<file path="src/rtl/core/clmc_pkg.sv">
// Shared types and constants for the command link mode controller.
// No dependencies; every other file in rtl/core refers to this package by scoped names.
package clmc_pkg;

    // Command buffer depth and fill count width
    localparam int CMD_LEN   = 5;
    localparam int CMD_CNT_W = $clog2(CMD_LEN + 1);

    localparam logic [CMD_CNT_W-1:0] CMD_FULL = CMD_CNT_W'(CMD_LEN);
    localparam logic [CMD_CNT_W-1:0] CMD_ONE  = CMD_CNT_W'(1);
    localparam logic [CMD_CNT_W-1:0] CMD_NONE = '0;

    localparam logic [15:0] DEBOUNCE_RESET = 16'd200;
    localparam logic [31:0] PRESS_RESET    = 32'd4294967096;

    // Input beat kinds
    localparam logic [1:0] KIND_RX   = 2'd0;
    localparam logic [1:0] KIND_BTN1 = 2'd1;
    localparam logic [1:0] KIND_BTN2 = 2'd2;
    localparam logic [1:0] KIND_TICK = 2'd3;

    // Machine modes
    localparam logic [1:0] MODE_ENERGIZED = 2'd0;
    localparam logic [1:0] MODE_MOVING    = 2'd1;
    localparam logic [1:0] MODE_LOCKED    = 2'd2;
    localparam logic [1:0] MODE_UNKNOWN   = 2'd3;

    // Result kinds
    localparam logic RK_TX_BYTE = 1'b0;
    localparam logic RK_NOTIFY  = 1'b1;

    // Characters
    localparam logic [7:0] CH_COLON = 8'h3A;
    localparam logic [7:0] CH_CR    = 8'h0D;
    localparam logic [7:0] CH_LF    = 8'h0A;
    localparam logic [7:0] CH_E     = 8'h45;
    localparam logic [7:0] CH_A     = 8'h41;
    localparam logic [7:0] CH_B     = 8'h42;
    localparam logic [7:0] CH_K     = 8'h4B;

    typedef struct packed {
        logic       result_kind;
        logic [7:0] tx_byte;
        logic [1:0] mode;
        logic       last_of_run;
    } t_result;

    // Results of one processed beat, handed to the output buffer
    typedef struct packed {
        logic [1:0] count;
        t_result    first;
        t_result    second;
    } t_proc_out;

endpackage

</file>
<file path="src/rtl/core/command_link_mode_controller.sv">
// Command link mode controller: input register, processing stage and result holder.
// A beat is held in the input register, then its results in the result holder.
// Throughput: one beat per cycle for runs of zero or one result while m_axis_tready
// is high; a two-byte reply in the two-entry result holder stalls the next beat.
// Reset (i_rst_n low, synchronous): mode unknown, buffer empty, tick counter zero,
// press timestamps at minus 200, debounce 200 ms, both streams idle.
module command_link_mode_controller (
    input  logic        i_clk,
    input  logic        i_rst_n,
    input  logic        i_cfg_we,
    input  logic [15:0] i_cfg_wdata,   // debounce_ms
    input  logic        s_axis_tvalid,
    output logic        s_axis_tready,
    input  logic [7:0]  s_axis_tdata,  // [7:0] rx_byte
    input  logic [1:0]  s_axis_tuser,  // [1:0] kind
    output logic        m_axis_tvalid,
    input  logic        m_axis_tready,
    output logic [15:0] m_axis_tdata,  // [7:0] tx_byte, [9:8] mode, zeros
    output logic        m_axis_tuser,  // [0] result_kind
    output logic        m_axis_tlast   // last_of_run
);

    logic [15:0]          r_debounce;
    logic                 r_in_valid, n_in_valid;
    logic [1:0]           r_kind;
    logic [7:0]           r_byte;
    logic                 space;
    logic                 go;
    logic                 accept;
    clmc_pkg::t_proc_out  proc_res;
    clmc_pkg::t_result    head;

    assign go            = r_in_valid && space;
    assign s_axis_tready = !r_in_valid || space;
    assign accept        = s_axis_tvalid && s_axis_tready;

    always_comb begin
        n_in_valid = r_in_valid;
        if (accept) begin
            n_in_valid = 1'b1;
        end else if (go) begin
            n_in_valid = 1'b0;
        end
    end

    always_ff @(posedge i_clk) begin
        if (!i_rst_n) begin
            r_in_valid <= 1'b0;
            r_debounce <= clmc_pkg::DEBOUNCE_RESET;
        end else begin
            r_in_valid <= n_in_valid;
            if (i_cfg_we) begin
                r_debounce <= i_cfg_wdata;
            end
        end
    end

    always_ff @(posedge i_clk) begin
        if (accept) begin
            r_kind <= s_axis_tuser;
            r_byte <= s_axis_tdata;
        end
    end

    clmc_proc u_proc (
        .i_clk         (i_clk),
        .i_rst_n       (i_rst_n),
        .i_go          (go),
        .i_kind        (r_kind),
        .i_rx_byte     (r_byte),
        .i_debounce_ms (r_debounce),
        .o_res         (proc_res)
    );

    clmc_out_buf u_out_buf (
        .i_clk   (i_clk),
        .i_rst_n (i_rst_n),
        .i_load  (go),
        .i_res   (proc_res),
        .o_space (space),
        .o_valid (m_axis_tvalid),
        .i_ready (m_axis_tready),
        .o_head  (head)
    );

    assign m_axis_tdata = {6'd0, head.mode, head.tx_byte};
    assign m_axis_tuser = head.result_kind;
    assign m_axis_tlast = head.last_of_run;

endmodule

</file>
<file path="src/rtl/core/clmc_proc.sv">
// Processing stage: mode, command buffer, tick counter and press timestamps.
// Depends on clmc_pkg. Produces zero to two results for each processed beat.
module clmc_proc (
    input  logic                  i_clk,
    input  logic                  i_rst_n,
    input  logic                  i_go,
    input  logic [1:0]            i_kind,
    input  logic [7:0]            i_rx_byte,
    input  logic [15:0]           i_debounce_ms,
    output clmc_pkg::t_proc_out   o_res
);

    logic [1:0]                     r_mode, n_mode;
    logic [clmc_pkg::CMD_CNT_W-1:0] r_cnt, n_cnt;
    // Only the first buffered byte is ever examined: a command matches with one byte only
    logic [7:0]                     r_first, n_first;
    logic [31:0]                    r_ms, n_ms;
    logic [31:0]                    r_lp1, n_lp1;
    logic [31:0]                    r_lp2, n_lp2;

    logic [31:0] diff1, diff2;
    logic        ok1, ok2;
    logic [1:0]  n_count;
    logic        pair_en, notify_en;
    logic [7:0]  pair_ch;
    logic [1:0]  target;
    logic        target_ok;

    assign diff1 = r_ms - r_lp1;
    assign diff2 = r_ms - r_lp2;
    assign ok1   = diff1 > {16'd0, i_debounce_ms};
    assign ok2   = diff2 > {16'd0, i_debounce_ms};

    always_comb begin
        case (r_first)
            clmc_pkg::CH_E: begin
                target    = clmc_pkg::MODE_ENERGIZED;
                target_ok = 1'b1;
            end
            clmc_pkg::CH_A: begin
                target    = clmc_pkg::MODE_MOVING;
                target_ok = 1'b1;
            end
            clmc_pkg::CH_B: begin
                target    = clmc_pkg::MODE_LOCKED;
                target_ok = 1'b1;
            end
            default: begin
                target    = clmc_pkg::MODE_UNKNOWN;
                target_ok = 1'b0;
            end
        endcase
    end

    always_comb begin
        n_mode    = r_mode;
        n_cnt     = r_cnt;
        n_first   = r_first;
        n_ms      = r_ms;
        n_lp1     = r_lp1;
        n_lp2     = r_lp2;
        pair_en   = 1'b0;
        pair_ch   = clmc_pkg::CH_K;
        notify_en = 1'b0;
        if (i_go) begin
            case (i_kind)
                clmc_pkg::KIND_RX: begin
                    if (i_rx_byte == clmc_pkg::CH_COLON) begin
                        n_cnt = clmc_pkg::CMD_NONE;
                    end else if (i_rx_byte == clmc_pkg::CH_CR) begin
                        n_cnt = clmc_pkg::CMD_NONE;
                        if (r_cnt == clmc_pkg::CMD_ONE) begin
                            if (r_first == clmc_pkg::CH_K) begin
                                pair_en = 1'b1;
                                pair_ch = clmc_pkg::CH_K;
                            end else if (target_ok && target != r_mode) begin
                                notify_en = 1'b1;
                                n_mode    = target;
                            end
                        end
                    end else if (r_cnt < clmc_pkg::CMD_FULL) begin
                        if (r_cnt == clmc_pkg::CMD_NONE) begin
                            n_first = i_rx_byte;
                        end
                        n_cnt = r_cnt + clmc_pkg::CMD_ONE;
                    end
                end
                clmc_pkg::KIND_BTN1: begin
                    if (ok1) begin
                        pair_en = 1'b1;
                        pair_ch = (r_mode == clmc_pkg::MODE_ENERGIZED ||
                                   r_mode == clmc_pkg::MODE_UNKNOWN) ?
                                  clmc_pkg::CH_B : clmc_pkg::CH_E;
                        n_lp1   = r_ms;
                    end
                end
                clmc_pkg::KIND_BTN2: begin
                    if (ok2) begin
                        n_lp2 = r_ms;
                        if (r_mode == clmc_pkg::MODE_LOCKED) begin
                            pair_en = 1'b1;
                            pair_ch = clmc_pkg::CH_A;
                        end else if (r_mode == clmc_pkg::MODE_MOVING) begin
                            pair_en = 1'b1;
                            pair_ch = clmc_pkg::CH_B;
                        end
                    end
                end
                default: begin
                    n_ms = r_ms + 32'd1;
                end
            endcase
        end
    end

    always_comb begin
        n_count = pair_en ? 2'd2 : (notify_en ? 2'd1 : 2'd0);
        o_res.count              = n_count;
        o_res.first.result_kind  = notify_en ? clmc_pkg::RK_NOTIFY : clmc_pkg::RK_TX_BYTE;
        o_res.first.tx_byte      = notify_en ? 8'd0 : pair_ch;
        o_res.first.mode         = n_mode;
        o_res.first.last_of_run  = notify_en;
        o_res.second.result_kind = clmc_pkg::RK_TX_BYTE;
        o_res.second.tx_byte     = clmc_pkg::CH_LF;
        o_res.second.mode        = n_mode;
        o_res.second.last_of_run = 1'b1;
    end

    always_ff @(posedge i_clk) begin
        if (!i_rst_n) begin
            r_mode <= clmc_pkg::MODE_UNKNOWN;
            r_cnt  <= clmc_pkg::CMD_NONE;
            r_ms   <= 32'd0;
            r_lp1  <= clmc_pkg::PRESS_RESET;
            r_lp2  <= clmc_pkg::PRESS_RESET;
        end else begin
            r_mode <= n_mode;
            r_cnt  <= n_cnt;
            r_ms   <= n_ms;
            r_lp1  <= n_lp1;
            r_lp2  <= n_lp2;
        end
    end

    always_ff @(posedge i_clk) begin
        r_first <= n_first;
    end

endmodule

</file>
<file path="src/rtl/core/clmc_out_buf.sv">
// Two-entry result holder between the processing stage and the output stream.
// Depends on clmc_pkg. Takes a whole run of results only when it will be empty.
module clmc_out_buf (
    input  logic                  i_clk,
    input  logic                  i_rst_n,
    input  logic                  i_load,
    input  clmc_pkg::t_proc_out   i_res,
    output logic                  o_space,
    output logic                  o_valid,
    input  logic                  i_ready,
    output clmc_pkg::t_result     o_head
);

    logic [1:0]         r_cnt, n_cnt;
    clmc_pkg::t_result  r_head, n_head;
    clmc_pkg::t_result  r_tail, n_tail;
    logic               pop;

    assign o_valid = (r_cnt != 2'd0);
    assign pop     = o_valid && i_ready;
    assign o_space = (r_cnt == 2'd0) || (r_cnt == 2'd1 && i_ready);
    assign o_head  = r_head;

    always_comb begin
        n_cnt  = r_cnt;
        n_head = r_head;
        n_tail = r_tail;
        if (i_load) begin
            // buffer is empty or drains this cycle: replace it outright
            n_cnt  = i_res.count;
            n_head = i_res.first;
            n_tail = i_res.second;
        end else if (pop) begin
            n_cnt  = r_cnt - 2'd1;
            n_head = r_tail;
        end
    end

    always_ff @(posedge i_clk) begin
        if (!i_rst_n) begin
            r_cnt <= 2'd0;
        end else begin
            r_cnt <= n_cnt;
        end
    end

    always_ff @(posedge i_clk) begin
        r_head <= n_head;
        r_tail <= n_tail;
    end

endmodule

</file>
<file path="config.mk">
export PLATFORM = sky130hd
export DESIGN_NAME = command_link_mode_controller
export DESIGN_NICKNAME = d
export VERILOG_FILES = /design/src/rtl/core/clmc_pkg.sv /design/src/rtl/core/command_link_mode_controller.sv /design/src/rtl/core/clmc_proc.sv /design/src/rtl/core/clmc_out_buf.sv
export SDC_FILE = /design/constraint.sdc
export NUM_CORES = 1
export LEC_CHECK = 0
export ABC_AREA = 1
export BUFFER_PORTS_ARGS = -buffer_cell sky130_fd_sc_hd__clkbuf_2
export CAP_MARGIN = 0
export CORE_ASPECT_RATIO = 1.4
export CORE_MARGIN = 4
export CORE_UTILIZATION = 30
export CTS_CLUSTER_DIAMETER = 120
export CTS_CLUSTER_SIZE = 14
export DETAILED_ROUTE_END_ITERATION = 10
export HOLD_SLACK_MARGIN = 0.08
export PLACE_DENSITY = 0.53
export SLEW_MARGIN = 30
export SYNTH_ARGS = -nofsm -noshare
export SYNTH_HDL_FRONTEND = slang
export SYNTH_SLANG_ARGS = --single-unit
</file>
<file path="constraint.sdc">
create_clock -name i_clk -period 5.09 [get_ports i_clk]
set_input_delay 0.2545 -clock i_clk [delete_from_list [all_inputs] [get_ports i_clk]]
set_output_delay 0.2545 -clock i_clk [all_outputs]
set_load 0.05 [all_outputs]
</file>
==> impl_metrics.tcl <==
set metrics [dict create \
    clock.fmax_mhz 223.1 \
    drt-initial-drc-count 611 \
    path_buf_inv 3 \
    clkTransAtPathRegs_ns 0.07 \
    hold_viol 0 \
    cp.arrival_ns 4.76 \
    cap_violations 0 \
    dieArea_sq_mm 0.04271 \
    cts_tree "built" \
    ys_seq_area_frac 0.2768 \
    syn_area_sq_mm 0.01183 \
    p_leak_nw 7.485 \
    post_dp_cell_area_sq_mm 0.01262 \
    syn_to_final_growth_pct 13.36 \
    pwr_density_cell_mw_per_mm2 257.1 \
    htreeDepth 4 \
    dieWidth_um 175.8 \
    synth_seq_cells 149 \
    cpPeakStageDelay_ns 0.47 \
    grt_usage 0.1674 \
    period_share 0.8805 \
    worstHoldPathCells 3 \
    mostFrequentLayoutCell "nand2_1" \
    critPathCaptureType "flop" \
    grt_max_degree 77 \
    wl_per_cell_um 14.54 \
    syn_avg_cell_area_sq_um 6.311 \
    worst_pin_slew_ns 0.7892 \
    synthCells 1874 \
    antenna_found_initial 0 \
    stdcell_area_sq_mm 0.01341 \
    crit_required_ns 5.37 \
    synth_edf_count 29 \
    async_reset_ff_frac 0 \
    root_buffer "clkbuf_16" \
    dieHeight_um 242.9 \
    cts_sinks 149 \
    clk_latency_ns 0.45 \
    cp_slowest_cell "fa_1" \
    fin_util 0.3463 \
    gp_congestion 0.9510 \
    setup_slack_ns 0.6084 \
    preCtsSetupSlack_ns 0.4067 \
    fp.coreArea_sq_mm 0.03871 \
    path_max_fanout 42 \
    cpLargestDelayFamily "simple AND/OR/NAND/NOR gates" \
    io_buffers 41 \
    fin_total_pwr_mw 3.447 \
    viasPerCell 4.609 \
    start_util 0.3055 \
    drc_errors 0 \
    ys.flop_type "dfxtp_1" \
    yosysWarnings 0 \
    rsz0062_at_grt "false" \
    final.setup.tns_ns 0 \
    routed-via-count 11380 \
    min_from "i_cfg_wdata[2]" \
    cts_setup_buffers 0 \
    skew_ns 0.01122 \
    cts_buffer_depth 2 \
    grt_pass1_vias 10990 \
    final_antenna_net_count 0 \
    drv_slew 0 \
    irDropWorstVdd_mv 0.2551 \
    drive_above_1_share 0.05190 \
    grt_overflow 0 \
    pin_count 51 \
    layout_common_cells "nand2_1 (590), inv_1 (389), nor2_1 (153)" \
    num_rows 85 \
    grt_pass1_wl_um 56190 \
    yosysUniqueCellTypes 48 \
    setup_viol 0 \
    crit_cells 26 \
    wirelength_um 35890 \
    slew_headroom 0.4739 \
    fin_crit_ns 4.482 \
    path_common_cell "nand2_1" \
    hpwl_um 29960 \
    nNetsFinal 2073 \
    crit_start "u_proc.r_ms[0]" \
    antenna_cells 0 \
    crit_path_start_kind "flop" \
    dr.pass1.iters 5 \
    min_path_type "in -> reg" \
    cts_buffers 17 \
    status "finished clean" \
    worstSetupPathType "reg -> reg" \
    r2r_cells 26 \
    r2r-start "u_proc.r_ms[0]" \
]
where the power goes:
group	internal [mW]	total (mW)	switching, mW
Sequential	1.31	1.35	0.0420
Combinational	0.243	0.809	0.566
Clock	0.708	1.29	0.579
synth_stat cells, drive strengths merged, types with 21 or more instances:
master | number | area [sq um]
nor2 | 159 | 631.8
o21ai | 63 | 315.3
o211ai | 54 | 405.4
edfxtp | 29 | 870.8
nand2 | 593 | 2238
nor3 | 21 | 115.1
nand4 | 27 | 183.9
dfxtp | 120 | 2402
buf | 23 | 137.6
xor2 | 32 | 280.3
a21oi | 111 | 559.3
ha | 107 | 1339
nand3 | 80 | 415.4
inv | 389 | 1460
worst register-to-register path, cell delays in order, from the launching register on:
cell,delay [ns]
dfxtp_1,0.34
inv_1,0.13
ha_1,0.17
inv_1,0.10
fa_1,0.47
nand2_1,0.09
nand3_1,0.09
nand3_1,0.10
nand2_1,0.16
nand2_1,0.10
nand2_1,0.11
xor2_1,0.16
ha_1,0.27
nand2_1,0.04
nor2_1,0.14
nand4_1,0.19
nor2_1,0.18
nand4_1,0.10
nand2_1,0.18
nand2_1,0.08
nor2_1,0.15
nand3_1,0.09
nor2_1,0.09
nand2_1,0.15
nand3_4,0.24
buf_12,0.25
o211ai_1,0.13
cell type report:
cell class / instances / area, sq um
Multi-Input combinational cell: 1307 / 6940
Sequential cell: 149 / 3273
Clock inverter: 14 / 153.9
Fill cell: 4312 / 25310
Inverter: 390 / 1464
Timing Repair Buffer: 68 / 483.0
Clock buffer: 18 / 439.2
Tap cell: 522 / 653.1
routing by layer:
layer  wire length (um)  GRT usage
met5                  0          0
met3                795    0.02117
met2              17990     0.3060
met1              14950     0.1837
met4               2158    0.09752
kinds of logic after synthesis:
group           Yosys count  share of synthesized area
fa+ha+maj               109                     0.1166
compound gates          244                     0.1192
xor+xnor                 33                    0.02444
other cells               1                  0.0003171
flops                   149                     0.2768
buf+inv                 426                     0.1395
simple gates            912                     0.3231
through the flow:
stage / std cells / hold slack [ns]
floorplan: 1882 / 0.3534
global placement: 2417 / 0.4340
detailed placement: 2417 / 0.4337
CTS: 2468 / 0.08022
global route: 2468 / 0.1084
finish: 2468 / 0.1006
flip-flops by register name, indices dropped and copies added (netlist names):
signal            cells
u_proc.r_first        8
u_out_buf.r_tail      2
u_proc.r_ms          32
u_proc.r_cnt          3
u_proc.r_lp1         32
r_byte                8
u_proc.r_mode         2
u_proc.r_lp2         32
u_out_buf.r_cnt       2
u_out_buf.o_head      9
r_debounce           16
r_kind                2
r_in_valid            1
repair_timing:
item | 4_1_cts | 5_1_grt
setup endpoints to repair | 0 | 21
hold buffers | 19 | 0
resized for setup | 0 | 1
hold endpoints to repair | 19 | 0
worst paths after layout:
path,to,slack [ns]
hold reg to reg,u_proc.r_first[6],0.45
setup reg to reg,u_proc.r_lp1[20],0.61
setup / recovery,u_proc.r_lp1[20],0.61
hold / removal,r_debounce[2],0.10
Power figures use the tool's default switching activity.
